File: config.mk
export PLATFORM = sky130hd
export DESIGN_NAME = launcher_wheel_speed_ramp_adapt_top
export DESIGN_NICKNAME = d
export VERILOG_FILES = /design/src/design/lwsra_pkg.sv /design/src/design/launcher_wheel_speed_ramp_adapt_top.sv /design/src/design/lwsra_adapt.sv
export SDC_FILE = /design/constraint.sdc
export NUM_CORES = 1
export LEC_CHECK = 0
export BUFFER_PORTS_ARGS = -buffer_cell sky130_fd_sc_hd__buf_2
export CORE_UTILIZATION = 45
export CTS_BUF_LIST = sky130_fd_sc_hd__clkbuf_4
export DETAILED_ROUTE_END_ITERATION = 7
export HOLD_SLACK_MARGIN = 0.08
export SETUP_SLACK_MARGIN = 0.1
export SYNTH_ARGS = -nofsm -noshare
export SYNTH_HDL_FRONTEND = slang
export SYNTH_SLANG_ARGS = --single-unit
File: constraint.sdc
create_clock -name clk -period 18.9 [get_ports clk]
set_input_delay 1.89 -clock clk [delete_from_list [all_inputs] [get_ports clk]]
set_output_delay 1.89 -clock clk [all_outputs]
set_load 0.005 [all_outputs]
File: src/design/lwsra_pkg.sv
// Shared types, constants and level window tables for the launcher wheel speed ramp.
package lwsra_pkg;

  localparam int CORR_BITS  = 10;
  localparam int BASE_BITS  = 14;
  localparam int STEP_BITS  = 10;
  localparam int READ_BITS  = 10;
  localparam int SHOT_BITS  = 8;
  localparam int LVL_BITS   = 2;
  localparam int NUM_LEVELS = 3;
  localparam int CNT_BITS   = 3;
  localparam int CFG_IDX_BITS  = 3;
  localparam int CFG_DATA_BITS = 14;

  typedef logic signed [CORR_BITS-1:0] corr_t;
  typedef logic [LVL_BITS-1:0]         level_t;
  typedef logic [READ_BITS-1:0]        reading_t;
  typedef logic [CNT_BITS-1:0]         low_cnt_t;

  localparam corr_t    CORR_MAX   = 10'sd511;
  localparam corr_t    CORR_MIN   = -10'sd512;
  localparam reading_t STOP_LIMIT = 10'd100;
  localparam low_cnt_t LOW_RUN    = 3'd4;

  // Speed level codes.
  localparam level_t LEVEL_NONE = 2'd0;
  localparam level_t LEVEL_1    = 2'd1;
  localparam level_t LEVEL_2    = 2'd2;
  localparam level_t LEVEL_3    = 2'd3;

  // Configuration register indexes.
  localparam logic [CFG_IDX_BITS-1:0] REG_RAMP_STEP   = 3'd0;
  localparam logic [CFG_IDX_BITS-1:0] REG_SNAP_WINDOW = 3'd1;
  localparam logic [CFG_IDX_BITS-1:0] REG_STOP_SPEED  = 3'd2;
  localparam logic [CFG_IDX_BITS-1:0] REG_BASE_L1     = 3'd3;
  localparam logic [CFG_IDX_BITS-1:0] REG_BASE_L2     = 3'd4;
  localparam logic [CFG_IDX_BITS-1:0] REG_BASE_L3     = 3'd5;

  // Request from the top level into the adaptation unit for one tick.
  typedef struct packed {
    logic                 referee_ok;
    logic [SHOT_BITS-1:0] shot_count;
    reading_t             shot_speed;
    level_t               held_level;
  } adapt_req_t;

  // Adaptation result: stop flag and corrections after this tick.
  typedef struct packed {
    logic                        stop;
    corr_t [NUM_LEVELS-1:0]      corr;
  } adapt_res_t;

  // Muzzle speed window per level in 0.1 m/s, indexed by level minus one.
  function automatic reading_t win_low(input logic [1:0] idx);
    reading_t v;
    case (idx)
      2'd0:    v = 10'd140;
      2'd1:    v = 10'd170;
      default: v = 10'd282;
    endcase
    return v;
  endfunction

  function automatic reading_t win_high(input logic [1:0] idx);
    reading_t v;
    case (idx)
      2'd0:    v = 10'd148;
      2'd1:    v = 10'd178;
      default: v = 10'd297;
    endcase
    return v;
  endfunction

endpackage

File: src/design/launcher_wheel_speed_ramp_adapt_top.sv
// Top level of the launcher wheel speed ramp with learned per-level correction.
//
//   Channel  Direction  Handshake            Contents
//   in_      request    in_valid / in_stall  enable, link flags, level, shot count, speed
//   out_     result     out_valid/out_stall  wheel speed, target, stop request, level
//   cfg_     write      cfg_valid/cfg_ready  register index and write data
//
// One request is taken per cycle unless a stalled result holds it; its result is registered.
// Throughput is set by the single feedback pass from the held wheel speed through the
// target select, ramp step and snap compare back into the speed register.
// Synchronous active-low reset clears valid, speed, level and learnt state; loads defaults.
// A stalled result holds the pipeline: the input register waits, and in_stall rises if full.
module launcher_wheel_speed_ramp_adapt_top #(
  parameter int SPEED_BITS = 15
) (
  input  logic                                clk,
  input  logic                                rst_n,
  input  logic                                in_valid,
  output logic                                in_stall,
  input  logic                                in_wheel_enable,
  input  logic                                in_remote_ok,
  input  logic                                in_referee_ok,
  input  logic [1:0]                          in_speed_level,
  input  logic [7:0]                          in_shot_count,
  input  logic [9:0]                          in_shot_speed,
  output logic                                out_valid,
  input  logic                                out_stall,
  output logic signed [SPEED_BITS-1:0]        out_wheel_speed,
  output logic signed [SPEED_BITS-1:0]        out_target_speed,
  output logic                                out_stop_request,
  output logic [1:0]                          out_level_now,
  input  logic                                cfg_valid,
  output logic                                cfg_ready,
  input  logic [lwsra_pkg::CFG_IDX_BITS-1:0]  cfg_index,
  input  logic [lwsra_pkg::CFG_DATA_BITS-1:0] cfg_data
);
  import lwsra_pkg::*;

  // Working width covers base plus correction and speed plus one ramp step.
  localparam int W = (SPEED_BITS > 15) ? SPEED_BITS + 3 : 18;
  localparam logic signed [W-1:0] SPD_MAX_W = W'((1 <<< (SPEED_BITS - 1)) - 1);
  localparam logic signed [W-1:0] SPD_MIN_W = -SPD_MAX_W - W'(1);

  // Configuration registers.
  logic [STEP_BITS-1:0] ramp_step_r, snap_window_r;
  logic [BASE_BITS-1:0] stop_speed_r, base_l1_r, base_l2_r, base_l3_r;

  // Input register.
  logic                 in_vld_r;
  logic                 en_r, rc_r, ref_r;
  level_t               lvl_r;
  logic [SHOT_BITS-1:0] shots_r;
  reading_t             sspeed_r;

  // State and result registers.
  logic signed [SPEED_BITS-1:0] speed_now_r, speed_nxt;
  level_t                       held_level_r, held_nxt;
  logic signed [SPEED_BITS-1:0] target_r, target_nxt;
  logic                         stop_r;
  logic                         out_vld_r;

  logic       adv, take_in;
  adapt_req_t areq;
  adapt_res_t ares;

  logic signed [W-1:0] tgt_w, tgt_c, spd_w, s1, s2, diff, dabs, step_w, spd_c;
  corr_t               corr_sel;
  logic [BASE_BITS-1:0] base_sel;

  assign adv      = in_vld_r && (!out_vld_r || !out_stall);
  assign in_stall = in_vld_r && !adv;
  assign take_in  = in_valid && !in_stall;
  assign cfg_ready = 1'b1;

  always_ff @(posedge clk) begin
    if (!rst_n) begin
      ramp_step_r   <= 10'd80;
      snap_window_r <= 10'd100;
      stop_speed_r  <= 14'd0;
      base_l1_r     <= 14'd4000;
      base_l2_r     <= 14'd4500;
      base_l3_r     <= 14'd7000;
    end else if (cfg_valid && cfg_ready) begin
      unique case (cfg_index)
        REG_RAMP_STEP:   ramp_step_r   <= cfg_data[STEP_BITS-1:0];
        REG_SNAP_WINDOW: snap_window_r <= cfg_data[STEP_BITS-1:0];
        REG_STOP_SPEED:  stop_speed_r  <= cfg_data;
        REG_BASE_L1:     base_l1_r     <= cfg_data;
        REG_BASE_L2:     base_l2_r     <= cfg_data;
        REG_BASE_L3:     base_l3_r     <= cfg_data;
        default: ;
      endcase
    end
  end

  always_ff @(posedge clk) begin
    if (!rst_n) begin
      in_vld_r <= 1'b0;
    end else if (take_in) begin
      in_vld_r <= 1'b1;
    end else if (adv) begin
      in_vld_r <= 1'b0;
    end
  end

  always_ff @(posedge clk) begin
    if (take_in) begin
      en_r     <= in_wheel_enable;
      rc_r     <= in_remote_ok;
      ref_r    <= in_referee_ok;
      lvl_r    <= in_speed_level;
      shots_r  <= in_shot_count;
      sspeed_r <= in_shot_speed;
    end
  end

  always_comb begin
    areq.referee_ok = ref_r;
    areq.shot_count = shots_r;
    areq.shot_speed = sspeed_r;
    areq.held_level = held_level_r;
  end

  lwsra_adapt u_adapt (
    .clk   (clk),
    .rst_n (rst_n),
    .adv   (adv),
    .req   (areq),
    .res   (ares)
  );

  // Target select, then one ramp step with snap onto the target.
  always_comb begin
    held_nxt = (en_r && rc_r && ref_r) ? lvl_r : held_level_r;

    base_sel = base_l1_r;
    corr_sel = '0;
    case (held_nxt)
      LEVEL_2: begin
        base_sel = base_l2_r;
        corr_sel = ares.corr[1];
      end
      LEVEL_3: begin
        base_sel = base_l3_r;
        corr_sel = ares.corr[2];
      end
      default: begin
        base_sel = base_l1_r;
        corr_sel = ares.corr[0];
      end
    endcase

    if (!en_r || !rc_r) begin
      tgt_w = W'(stop_speed_r);
    end else if (!ref_r || (held_nxt == LEVEL_NONE)) begin
      tgt_w = W'(base_l1_r);
    end else begin
      tgt_w = W'(base_sel) + {{(W-CORR_BITS){corr_sel[CORR_BITS-1]}}, corr_sel};
    end

    if (tgt_w > SPD_MAX_W) begin
      tgt_c = SPD_MAX_W;
    end else if (tgt_w < SPD_MIN_W) begin
      tgt_c = SPD_MIN_W;
    end else begin
      tgt_c = tgt_w;
    end
    target_nxt = tgt_c[SPEED_BITS-1:0];

    step_w = W'(ramp_step_r);
    spd_w  = {{(W-SPEED_BITS){speed_now_r[SPEED_BITS-1]}}, speed_now_r};
    s1     = (spd_w > tgt_c) ? spd_w - step_w : spd_w;
    // A value below the target, after a downward step or none, is stepped up by one step.
    s2     = (s1 < tgt_c) ? s1 + step_w : s1;
    diff   = s2 - tgt_c;
    dabs   = diff[W-1] ? -diff : diff;

    if (dabs < W'(snap_window_r)) begin
      spd_c = tgt_c;
    end else if (s2 > SPD_MAX_W) begin
      spd_c = SPD_MAX_W;
    end else if (s2 < SPD_MIN_W) begin
      spd_c = SPD_MIN_W;
    end else begin
      spd_c = s2;
    end
    speed_nxt = spd_c[SPEED_BITS-1:0];
  end

  always_ff @(posedge clk) begin
    if (!rst_n) begin
      speed_now_r  <= '0;
      held_level_r <= LEVEL_NONE;
      out_vld_r    <= 1'b0;
    end else begin
      if (adv) begin
        speed_now_r  <= speed_nxt;
        held_level_r <= held_nxt;
        out_vld_r    <= 1'b1;
      end else if (!out_stall) begin
        out_vld_r    <= 1'b0;
      end
    end
  end

  always_ff @(posedge clk) begin
    if (adv) begin
      target_r <= target_nxt;
      stop_r   <= ares.stop;
    end
  end

  // Held speed and level change only together with a new result.
  assign out_valid        = out_vld_r;
  assign out_wheel_speed  = speed_now_r;
  assign out_target_speed = target_r;
  assign out_stop_request = stop_r;
  assign out_level_now    = held_level_r;

`ifndef SYNTHESIS
  a_adv_gives_result: assert property (@(posedge clk) disable iff (!rst_n)
    adv |=> out_vld_r)
    else $error("result register not loaded after advance");

  a_blocked_item_stalls: assert property (@(posedge clk) disable iff (!rst_n)
    (in_vld_r && out_vld_r && out_stall) |-> in_stall)
    else $error("input not stalled while result is blocked");

  a_state_holds: assert property (@(posedge clk) disable iff (!rst_n)
    !adv |=> ($stable(speed_now_r) && $stable(held_level_r)))
    else $error("state changed without an advancing request");

  a_stop_needs_item: assert property (@(posedge clk) disable iff (!rst_n)
    (adv && ares.stop) |-> (ref_r && (held_level_r != LEVEL_NONE)))
    else $error("stop request without a usable reading");
`endif

endmodule

File: src/design/lwsra_adapt.sv
// Per-level speed correction learning from muzzle speed readings.
module lwsra_adapt (
  input  logic                   clk,
  input  logic                   rst_n,
  input  logic                   adv,
  input  lwsra_pkg::adapt_req_t  req,
  output lwsra_pkg::adapt_res_t  res
);
  import lwsra_pkg::*;

  corr_t [NUM_LEVELS-1:0]   corr_r, corr_nxt;
  low_cnt_t                 low_cnt_r, low_cnt_nxt;
  logic [SHOT_BITS-1:0]     last_shot_r, last_shot_nxt;

  logic        new_rd, adapt_go, is_low, in_win, is_high;
  logic [1:0]  idx;
  reading_t    lo, hi;
  low_cnt_t    cnt_inc;
  logic signed [CORR_BITS:0] sum_up, sum_dn;

  always_comb begin
    new_rd   = req.referee_ok && (req.shot_count != last_shot_r);
    adapt_go = new_rd && (req.held_level != LEVEL_NONE);
    idx      = req.held_level - 2'd1;
    lo       = win_low(idx);
    hi       = win_high(idx);
    is_low   = (req.shot_speed < lo) && (req.shot_speed > STOP_LIMIT);
    in_win   = (req.shot_speed >= lo) && (req.shot_speed <= hi);
    is_high  = req.shot_speed > hi;
    cnt_inc  = low_cnt_r + 3'd1;

    last_shot_nxt = new_rd ? req.shot_count : last_shot_r;
    low_cnt_nxt   = low_cnt_r;
    corr_nxt      = corr_r;
    sum_up        = '0;
    sum_dn        = '0;

    for (int i = 0; i < NUM_LEVELS; i++) begin
      if (adapt_go && (idx == 2'(i))) begin
        sum_up = {corr_r[i][CORR_BITS-1], corr_r[i]} + 11'sd1;
        sum_dn = {corr_r[i][CORR_BITS-1], corr_r[i]} - 11'sd2;
        if (is_low) begin
          if (cnt_inc >= LOW_RUN) begin
            low_cnt_nxt = '0;
            corr_nxt[i] = (sum_up > 11'sd511) ? CORR_MAX : sum_up[CORR_BITS-1:0];
          end else begin
            low_cnt_nxt = cnt_inc;
          end
        end else if (in_win) begin
          low_cnt_nxt = '0;
        end
        if (is_high) begin
          corr_nxt[i] = (sum_dn < -11'sd512) ? CORR_MIN : sum_dn[CORR_BITS-1:0];
        end
      end
    end

    res.stop = adapt_go && (req.shot_speed < STOP_LIMIT);
    res.corr = corr_nxt;
  end

  always_ff @(posedge clk) begin
    if (!rst_n) begin
      corr_r      <= '0;
      low_cnt_r   <= '0;
      last_shot_r <= '0;
    end else if (adv) begin
      corr_r      <= corr_nxt;
      low_cnt_r   <= low_cnt_nxt;
      last_shot_r <= last_shot_nxt;
    end
  end

endmodule
==> flow_summary.ini, run 1 <==
[run_status]
status = finished, final reports clean

[floorplan]
die_y_um = 183.4
start_util_pct = 45.63
placementRows = 66
io_pins = 81
core-area_um2 = 32450
die-area_um2 = 33640
die_x_um = 183.4

[logic_synthesis]
synth_fp_nets = 2103
synthCells = 1930
ys_seq_area_share_pct = 26.29
synth-seq-cells = 175
netlist_area_um2 = 14810
synth_edf_count = 39
synth_cell_types = 95
synth_warnings = 0
synth_top_area_cell = dfxtp_1
synth_top_area_share_pct = 18.38
synth_area_leaders = dfxtp_1, ha_1, edfxtp_1, nand2_1, o21ai_0
async_flop_share_pct = 0
ys.flop_type = dfxtp_1
avgSynthCellArea_um2 = 7.673

[global_routing]
grt_first_pass_wirelength_mm = 74.28
grt_max_degree = 106
antenna_found_initial = 2
grt_overflow = 0
grt_pass1_vias = 12971
globalRouteTotalUtil_pct = 28.38

[drt]
drtIter0Drc = 1494
routed_wl_mm = 47.48
vias = 14359
via_per_inst = 5.956
drt_first_pass_iters = 8
drcViolationCount = 0
avgRoutedWirePerCell_um = 19.69
postRouteAntennaNets = 0

[hold_path]
min_to = stop_speed_r[5]
hold_start = stop_speed_r[5]
whs_path_depth = 2
hold_class = register to register

[clock_tree]
cts-root-buf = clkbuf_4
cts-buffers-inserted = 17
clkSlewWorstSetupHoldPaths_ps = 170
cts_htree_levels = 4
tritoncts = yes
cts.sinks = 175
clk-insertion-delay-late_ps = 660
cts_max_path_buffers = 2

[finish]
drive_gt1_share_pct = 11.54
nets = 2127
area_delta_synth_final_pct = 8.179

[place]
hpwl_mm = 35.39
place.gp.congestion = 0.9785
port-buffer-count = 79

[critical_path]
crit_top_cell = ha_1
reg2reg_depth = 83
r2r_end = out_wheel_speed[14]
arrival_ps = 18070
r2r-start = out_level_now[0]
r2r_setup_slack_ps = 1350
start_kind = register
cp_max_fo = 13
critical_path_class = register to register
path_delay_family = compound AO/OA/AOI/OAI gates
slowest_delay_ps = 460
worst_setup_path_end_kind = register
critPathRequiredTime_ps = 19420
cpMaxStageDelayCell = dfxtp_2
critical_path_depth = 83
cp_num_buf_inv = 8

[sta]
setup_violations = 0
max_slew_margin_pct = 23.20
min_period_ps = 17550
finClkSkew_ps = 31.78
drv_slew = 0
period_share_pct = 92.85
fin_setup_tns_ps = 0
tightest_slew_ps = 1147
grt_setup_unrepaired = no
fmax_ghz = 0.05699
hold_violations = 0

[run]
max-cap-violations = 0
[kinds of logic after synthesis]
group	after synthesis	synth area share [%]
other	1	0.02532
buffers and inverters	199	5.204
flip-flops	175	26.29
AND/OR/NAND/NOR	744	23.78
multiplexers	51	3.523
XOR/XNOR	67	3.962
adder cells (fa/ha/maj)	128	11.02
AO/OA/AOI/OAI	565	26.20
[per-stage QoR]
step	worst slack, ps	cell area, µm²	utilization (%)	std cells	hold slack (ps)
after floorplan	2709	14810	-	1930	438.8
after detailed placement	447.7	15550	47.91	2369	456.6
final	1352	16020	49.36	2411	477.0
after global placement	837.7	15550	47.91	2369	449.4
after CTS	251.0	15830	48.77	2401	480.2
after global routing	95.00	16020	49.36	2411	500.5
[layer usage]
| layer | vias to the layer above | global-route usage, % | wire [µm] |
|---|---|---|---|
| li1 | 7031 | - | - |
| met1 | 6793 | 42.06 | 23360 |
| met2 | 474 | 43.45 | 20720 |
| met3 | 61 | 2.932 | 2512 |
| met4 | 0 | 7.400 | 889 |
| met5 | - | 0 | 0 |
[final cells by class]
class,instances,area (µm²)
antenna,2,5.005
fill,3237,16430
inverter,92,345.3
tap,442,553.0
sequential,175,3896
clock inverter,15,152.6
clock buffer,17,127.6
timing repair buffer,112,658.1
multi-input combinational,1556,10280
[worst register-to-register path: cells and delay by family (launching register included)]
family | cells | cell delay [ps]
AO/OA/AOI/OAI | 39 | 8020
AND/OR/NAND/NOR | 21 | 3320
adder cells (fa/ha/maj) | 9 | 2830
buffers and inverters | 8 | 1160
multiplexers | 4 | 1140
XOR/XNOR | 2 | 470
flip-flops | 1 | 460
[repair_timing]
action | CTS | global route
buffers inserted | 0 | 8
resized for setup | 0 | 42
setup endpoints to repair | 0 | 15
hold buffers | 0 | 0
[Yosys cell counts, drive strengths merged, types with 5 or more instances]
cell / instances
a22oi: 9
a211o: 5
o211ai: 22
nor2: 133
nand2b: 17
o22ai: 13
ha: 124
or3: 8
or4: 6
edfxtp: 39
buf: 12
o31ai: 14
a31oi: 24
nor3: 45
and2: 24
nor3b: 17
clkbuf: 95
or2: 8
a22o: 9
dfxtp: 136
o221ai: 18
a21oi: 108
nand4: 25
a221oi: 5
nor4: 15
o21a: 19
nand2: 309
mux2i: 42
o31a: 5
o41ai: 6
xnor2: 47
nand3: 64
o21ai: 141
a311oi: 5
xor2: 20
o211a: 9
a21o: 23
a211oi: 12
and3: 24
inv: 91
o21bai: 5
nor2b: 32
a21boi: 78
mux2: 9
[worst max path at each step]
stage | endpoint | from
3_3_place_gp | out_wheel_speed[13] | out_level_now[1]
3_5_place_dp | out_wheel_speed[13] | out_level_now[1]
6_report | out_wheel_speed[14] | out_level_now[0]
2_1_floorplan | out_wheel_speed[0] | out_level_now[0]
5_1_grt | out_wheel_speed[6] | out_level_now[1]
4_1_cts | out_wheel_speed[13] | out_level_now[0]
[cells in the final DEF, fill, tap and decap left out, types with 33 or more instances in the layout]
cell,count
buf_2,78
nor2_1,131
a21boi_0,71
edfxtp_1,39
dfxtp_1,134
inv_1,85
xnor2_1,46
ha_1,123
buf_4,33
a21oi_1,96
mux2i_1,39
o21ai_0,126
nor3_1,43
nand2_1,308
nand3_1,64
[state kept, by name, indices dropped and copies added, names as in the netlist, 2 cells and up]
signal               cells
base_l1_r               14
base_l2_r               14
base_l3_r               14
lvl_r                    2
out_level_now            2
out_target_speed        15
out_wheel_speed         15
ramp_step_r             10
shots_r                  8
snap_window_r           10
sspeed_r                10
stop_speed_r            14
u_adapt.corr_r          30
u_adapt.last_shot_r      8
u_adapt.low_cnt_r        3
Power of run 1 is left out: the tool's default activity adds up to more than one toggle a clock period on the data nets, which glitch-free logic cannot reach.
==> inputs of run 2 (changes only) <==
--- a/config.mk
+++ b/config.mk
@@ -8,2 +8,3 @@
 export BUFFER_PORTS_ARGS = -buffer_cell sky130_fd_sc_hd__buf_2
+export CAP_MARGIN = 20
 export CORE_UTILIZATION = 45
@@ -11,2 +12,3 @@
 export DETAILED_ROUTE_END_ITERATION = 7
+export GPL_TIMING_DRIVEN = 0
 export HOLD_SLACK_MARGIN = 0.08
--- a/constraint.sdc
+++ b/constraint.sdc
@@ -3,2 +3,2 @@
 set_output_delay 1.89 -clock clk [all_outputs]
-set_load 0.005 [all_outputs]
+set_load 0.1 [all_outputs]
==> run 2 against run 1 <==
  * Sequential share of layout area down 0.52 points
  * Critical path depth unchanged
  * Fmax down 2.4%
  * Worst hold slack worse by 0.71 ps
  * Via count up 2.0%
  * Cell count up 3.5%
  * Global-route usage about the same
  * Wire length up 1.3%
  * Critical endpoint is now out_wheel_speed[3]
  * Largest cell class unchanged
==> flow_summary.ini, run 2 (synthesis results as in run 1) <==
[clock_tree]
tritoncts = yes
clkSlewWorstSetupHoldPaths_ps = 200
cts_hold_buffers = 0
cts.sinks = 175
clk-insertion-delay-late_ps = 650
cts-buffers-inserted = 17
cts-root-buf = clkbuf_4
cts_htree_levels = 4
cts_max_path_buffers = 2

[drt]
drtIter0Drc = 1234
avgRoutedWirePerCell_um = 19.28
via_per_inst = 5.872
drcViolationCount = 0
drt_first_pass_iters = 5
postRouteAntennaNets = 0
routed_wl_mm = 48.11
vias = 14651

[sta]
finClkSkew_ps = 28.47
period_share_pct = 95.13
fmax_ghz = 0.05562
drv_slew = 0
tightest_slew_ps = 1084
setup_violations = 0
max_slew_margin_pct = 27.73
min_period_ps = 17980
hold_violations = 0
grt_setup_unrepaired = no
holdWs_ps = 476.3

[place]
dp.cells = 2453
port-buffer-count = 79
place.gp.congestion = 0.9394
hpwl_mm = 37.30

[finish]
final_common_cell = nand2_1
area_delta_synth_final_pct = 10.69
final_cell_mix = nand2_1, dfxtp_1, nor2_1
nets = 2212
regMostFlops = u_adapt.corr_r
drive_gt1_share_pct = 11.55
final_cells = 2495
largest_reg_flops = 30

[run]
max-cap-violations = 0

[critical_path]
worst_setup_path_end_kind = register
cpMaxStageDelayCell = dfxtp_4
slowest_delay_ps = 440
path_delay_family = compound AO/OA/AOI/OAI gates
start_kind = register
critical_path_class = register to register
cp_num_buf_inv = 9
critPathRequiredTime_ps = 19440
arrival_ps = 18520
cp_max_fo = 10
crit_top_cell = o21a_1

[global_routing]
met2_usage_pct = 43.36
grt_overflow = 0
grt_pass1_vias = 13226
grt-busiest-layer = met2
grt_util_met3_pct = 4.596
globalRouteTotalUtil_pct = 28.35
grtUsageMet1_pct = 40.54
antenna_found_initial = 1
grt_first_pass_wirelength_mm = 74.01
grt_max_degree = 26

[floorplan]
start_util_pct = 45.63
placementRows = 66
io_pins = 81
die_y_um = 183.4
die_x_um = 183.4
core-area_um2 = 32450
die-area_um2 = 33640

[run_status]
status = finished, final reports clean

[hold_path]
hold_class = register to register
[run 2: metal layers]
layer / wire, µm / vias up
met4: 990 / 0
met1: 22250 / 6859
met5: 0 / -
li1: - / 7202
met3: 3705 / 63
met2: 21170 / 527
[run 2: repair_timing]
item | CTS | global route
endpoints found under the setup margin | 15 | 15
pin swaps | 2 | 8
setup buffers | 2 | 7
gates resized for setup | 35 | 49
[run 2: worst min-delay path, delay by kind of cell, from the launching register on]
| kind | cells | cell delay [ps] |
|---|---|---|
| flops | 1 | 350 |
| compound gates | 1 | 60 |
| simple gates | 1 | 50 |
[run 2: final timing paths]
kind,startpoint,endpoint,slack (ps),cells past startpoint
hold / removal,base_l2_r[5],base_l2_r[5],480,2
setup reg to reg,out_level_now[1],out_wheel_speed[3],920,83
setup / recovery,out_level_now[1],out_wheel_speed[3],920,83
hold reg to reg,base_l2_r[5],base_l2_r[5],480,2
[run 2: area by class of cell]
type | count | area, µm²
antenna | 1 | 2.502
multi-input combinational | 1556 | 10330
timing repair buffer | 91 | 490.5
tap | 442 | 553.0
sequential | 175 | 3901
fill | 3216 | 16060
clock buffer | 17 | 127.6
buffer | 106 | 452.9
clock inverter | 15 | 187.7
inverter | 92 | 346.6
[run 2: metrics by stage]
step | setup WS, ps | utilization (%) | TNS, ps | instance area [µm²]
global route | 1.911 | 50.51 | 0 | 16390
detailed placement | -2582 | 48.64 | -37670 | 15780
CTS | 105.4 | 49.89 | 0 | 16190
floorplan | 1909 | - | 0 | 14810
finish | 921.2 | 50.51 | 0 | 16390
global placement | -2473 | 48.55 | -36060 | 15760
Power of run 2 is left out for the same reason.
==> inputs of run 3 (changes only) <==
CORE_UTILIZATION = 23   (was 45)
==> run 3 against run 2 <==
  * Clock-buffer cell count grew 1
  * Critical path type unchanged
  * Setup slack gained 96 ps
  * Critical endpoint unchanged
  * Highest routed layer unchanged
  * Global-route usage shrank 13 points
  * Die area grew 94%
==> flow_summary.ini, run 3 (synthesis results as in run 1) <==
[finish]
area_delta_synth_final_pct = 14.58
final_common_cell = nand2_1
drive_gt1_share_pct = 11.96
largest_reg_flops = 30
nets = 2217
final_cell_mix = nand2_1, dfxtp_1, nor2_1
n_fill_cell = 6990
regMostFlops = u_adapt.corr_r

[critical_path]
cpMaxStageDelayCell = dfxtp_4
reg2reg_depth = 81
critical_path_class = register to register
slowest_delay_ps = 450
arrival_ps = 18500
crit_top_cell = o21ai_0
cp_max_fo = 10
start_kind = register
worst_setup_path_end_kind = register
r2r_setup_slack_ps = 1020
critPathRequiredTime_ps = 19520

[place]
port-buffer-count = 79
place.gp.congestion = 0.8952
hpwl_mm = 38.79

[clock_tree]
clkSlewWorstSetupHoldPaths_ps = 180
tritoncts = yes
cts-buffers-inserted = 17
cts_max_path_buffers = 2
cts.sinks = 175
clk-insertion-delay-late_ps = 730
cts_htree_levels = 4
cts-root-buf = clkbuf_4

[drt]
postRouteAntennaNets = 0
via_per_inst = 5.086
drtIter0Drc = 1545
drt_first_pass_iters = 6
drcViolationCount = 0
routed_wl_mm = 50.52
vias = 14776
avgRoutedWirePerCell_um = 17.39

[sta]
max_slew_margin_pct = 21.24
drv_slew = 0
setup_violations = 0
grt_setup_unrepaired = no
fin_setup_tns_ps = 0
hold_violations = 0
tightest_slew_ps = 1149
finClkSkew_ps = 56.38
fmax_ghz = 0.05592
min_period_ps = 17880
period_share_pct = 94.62

[floorplan]
die-area_um2 = 65410
io_pins = 81
core-area_um2 = 63310
placementRows = 92
die_x_um = 255.7
die_y_um = 255.7
start_util_pct = 23.39

[global_routing]
grt_pass1_vias = 13579
grt_max_degree = 26
antenna_found_initial = 2
grt_first_pass_wirelength_mm = 78.07
grt_overflow = 0
globalRouteTotalUtil_pct = 15.12

[run_status]
status = finished, final reports clean

[hold_path]
whs_path_depth = 2
hold_class = register to register

[run]
max-cap-violations = 0
==> run 3: critical path: cells and delay by family (launching register included) <==
| family | cells | cell delay [ps] |
|---|---|---|
| buffers and inverters | 9 | 1700 |
| AO/OA/AOI/OAI | 42 | 8310 |
| multiplexers | 2 | 640 |
| flip-flops | 1 | 450 |
| AND/OR/NAND/NOR | 16 | 3050 |
| adder cells (fa/ha/maj) | 10 | 3190 |
| XOR/XNOR | 2 | 410 |
==> run 3: path summary, 6_finish.rpt <==
check / startpoint / endpoint
setup / recovery: out_level_now[0] / out_wheel_speed[3]
hold / removal: base_l2_r[5] / base_l2_r[5]
setup reg to reg: out_level_now[0] / out_wheel_speed[3]
hold reg to reg: base_l2_r[5] / base_l2_r[5]
==> run 3: repair_timing <==
action | 4_1_cts | 5_1_grt
resized for setup | 42 | 48
endpoints found under the setup margin | 15 | 15
setup buffers | 4 | 9
pin swaps | 2 | 10
hold buffers | 0 | 0
==> run 3: per-layer routing <==
metal	GRT usage, %	routed length, µm	share of wire, %
met1	20.84	23380	46
met2	23.54	22110	44
met3	2.397	3661	7.2
met4	5.705	1371	2.7
met5	0	0	0
==> run 3: area by class of cell <==
class                   count  area, µm²  area share, %
inverters                  92      345.3          2.035
repair buffers             95      520.5          3.067
well taps                 846       1059          6.238
multi-input cells        1556      10380          61.17
clock inverters            14      163.9         0.9659
clock buffers              18      135.1         0.7963
diodes                      2      5.005        0.02949
flip-flops and latches    175       3901          22.99
plain buffers             107      459.2          2.706
==> run 3: through the flow <==
step           cells  worst slack, ps  cell area, µm²  util (%)  hold slack, ps
2_1_floorplan   1930             1909           14810         -           438.8
3_3_place_gp    2855            -2976           16260     25.69           447.9
3_5_place_dp    2857            -2798           16290     25.73           455.1
4_1_cts         2893            114.9           16720     26.41           476.9
5_1_grt         2904            55.42           16970     26.80           494.4
6_report        2905             1017           16970     26.80           475.4
Power of run 3 is left out for the same reason.
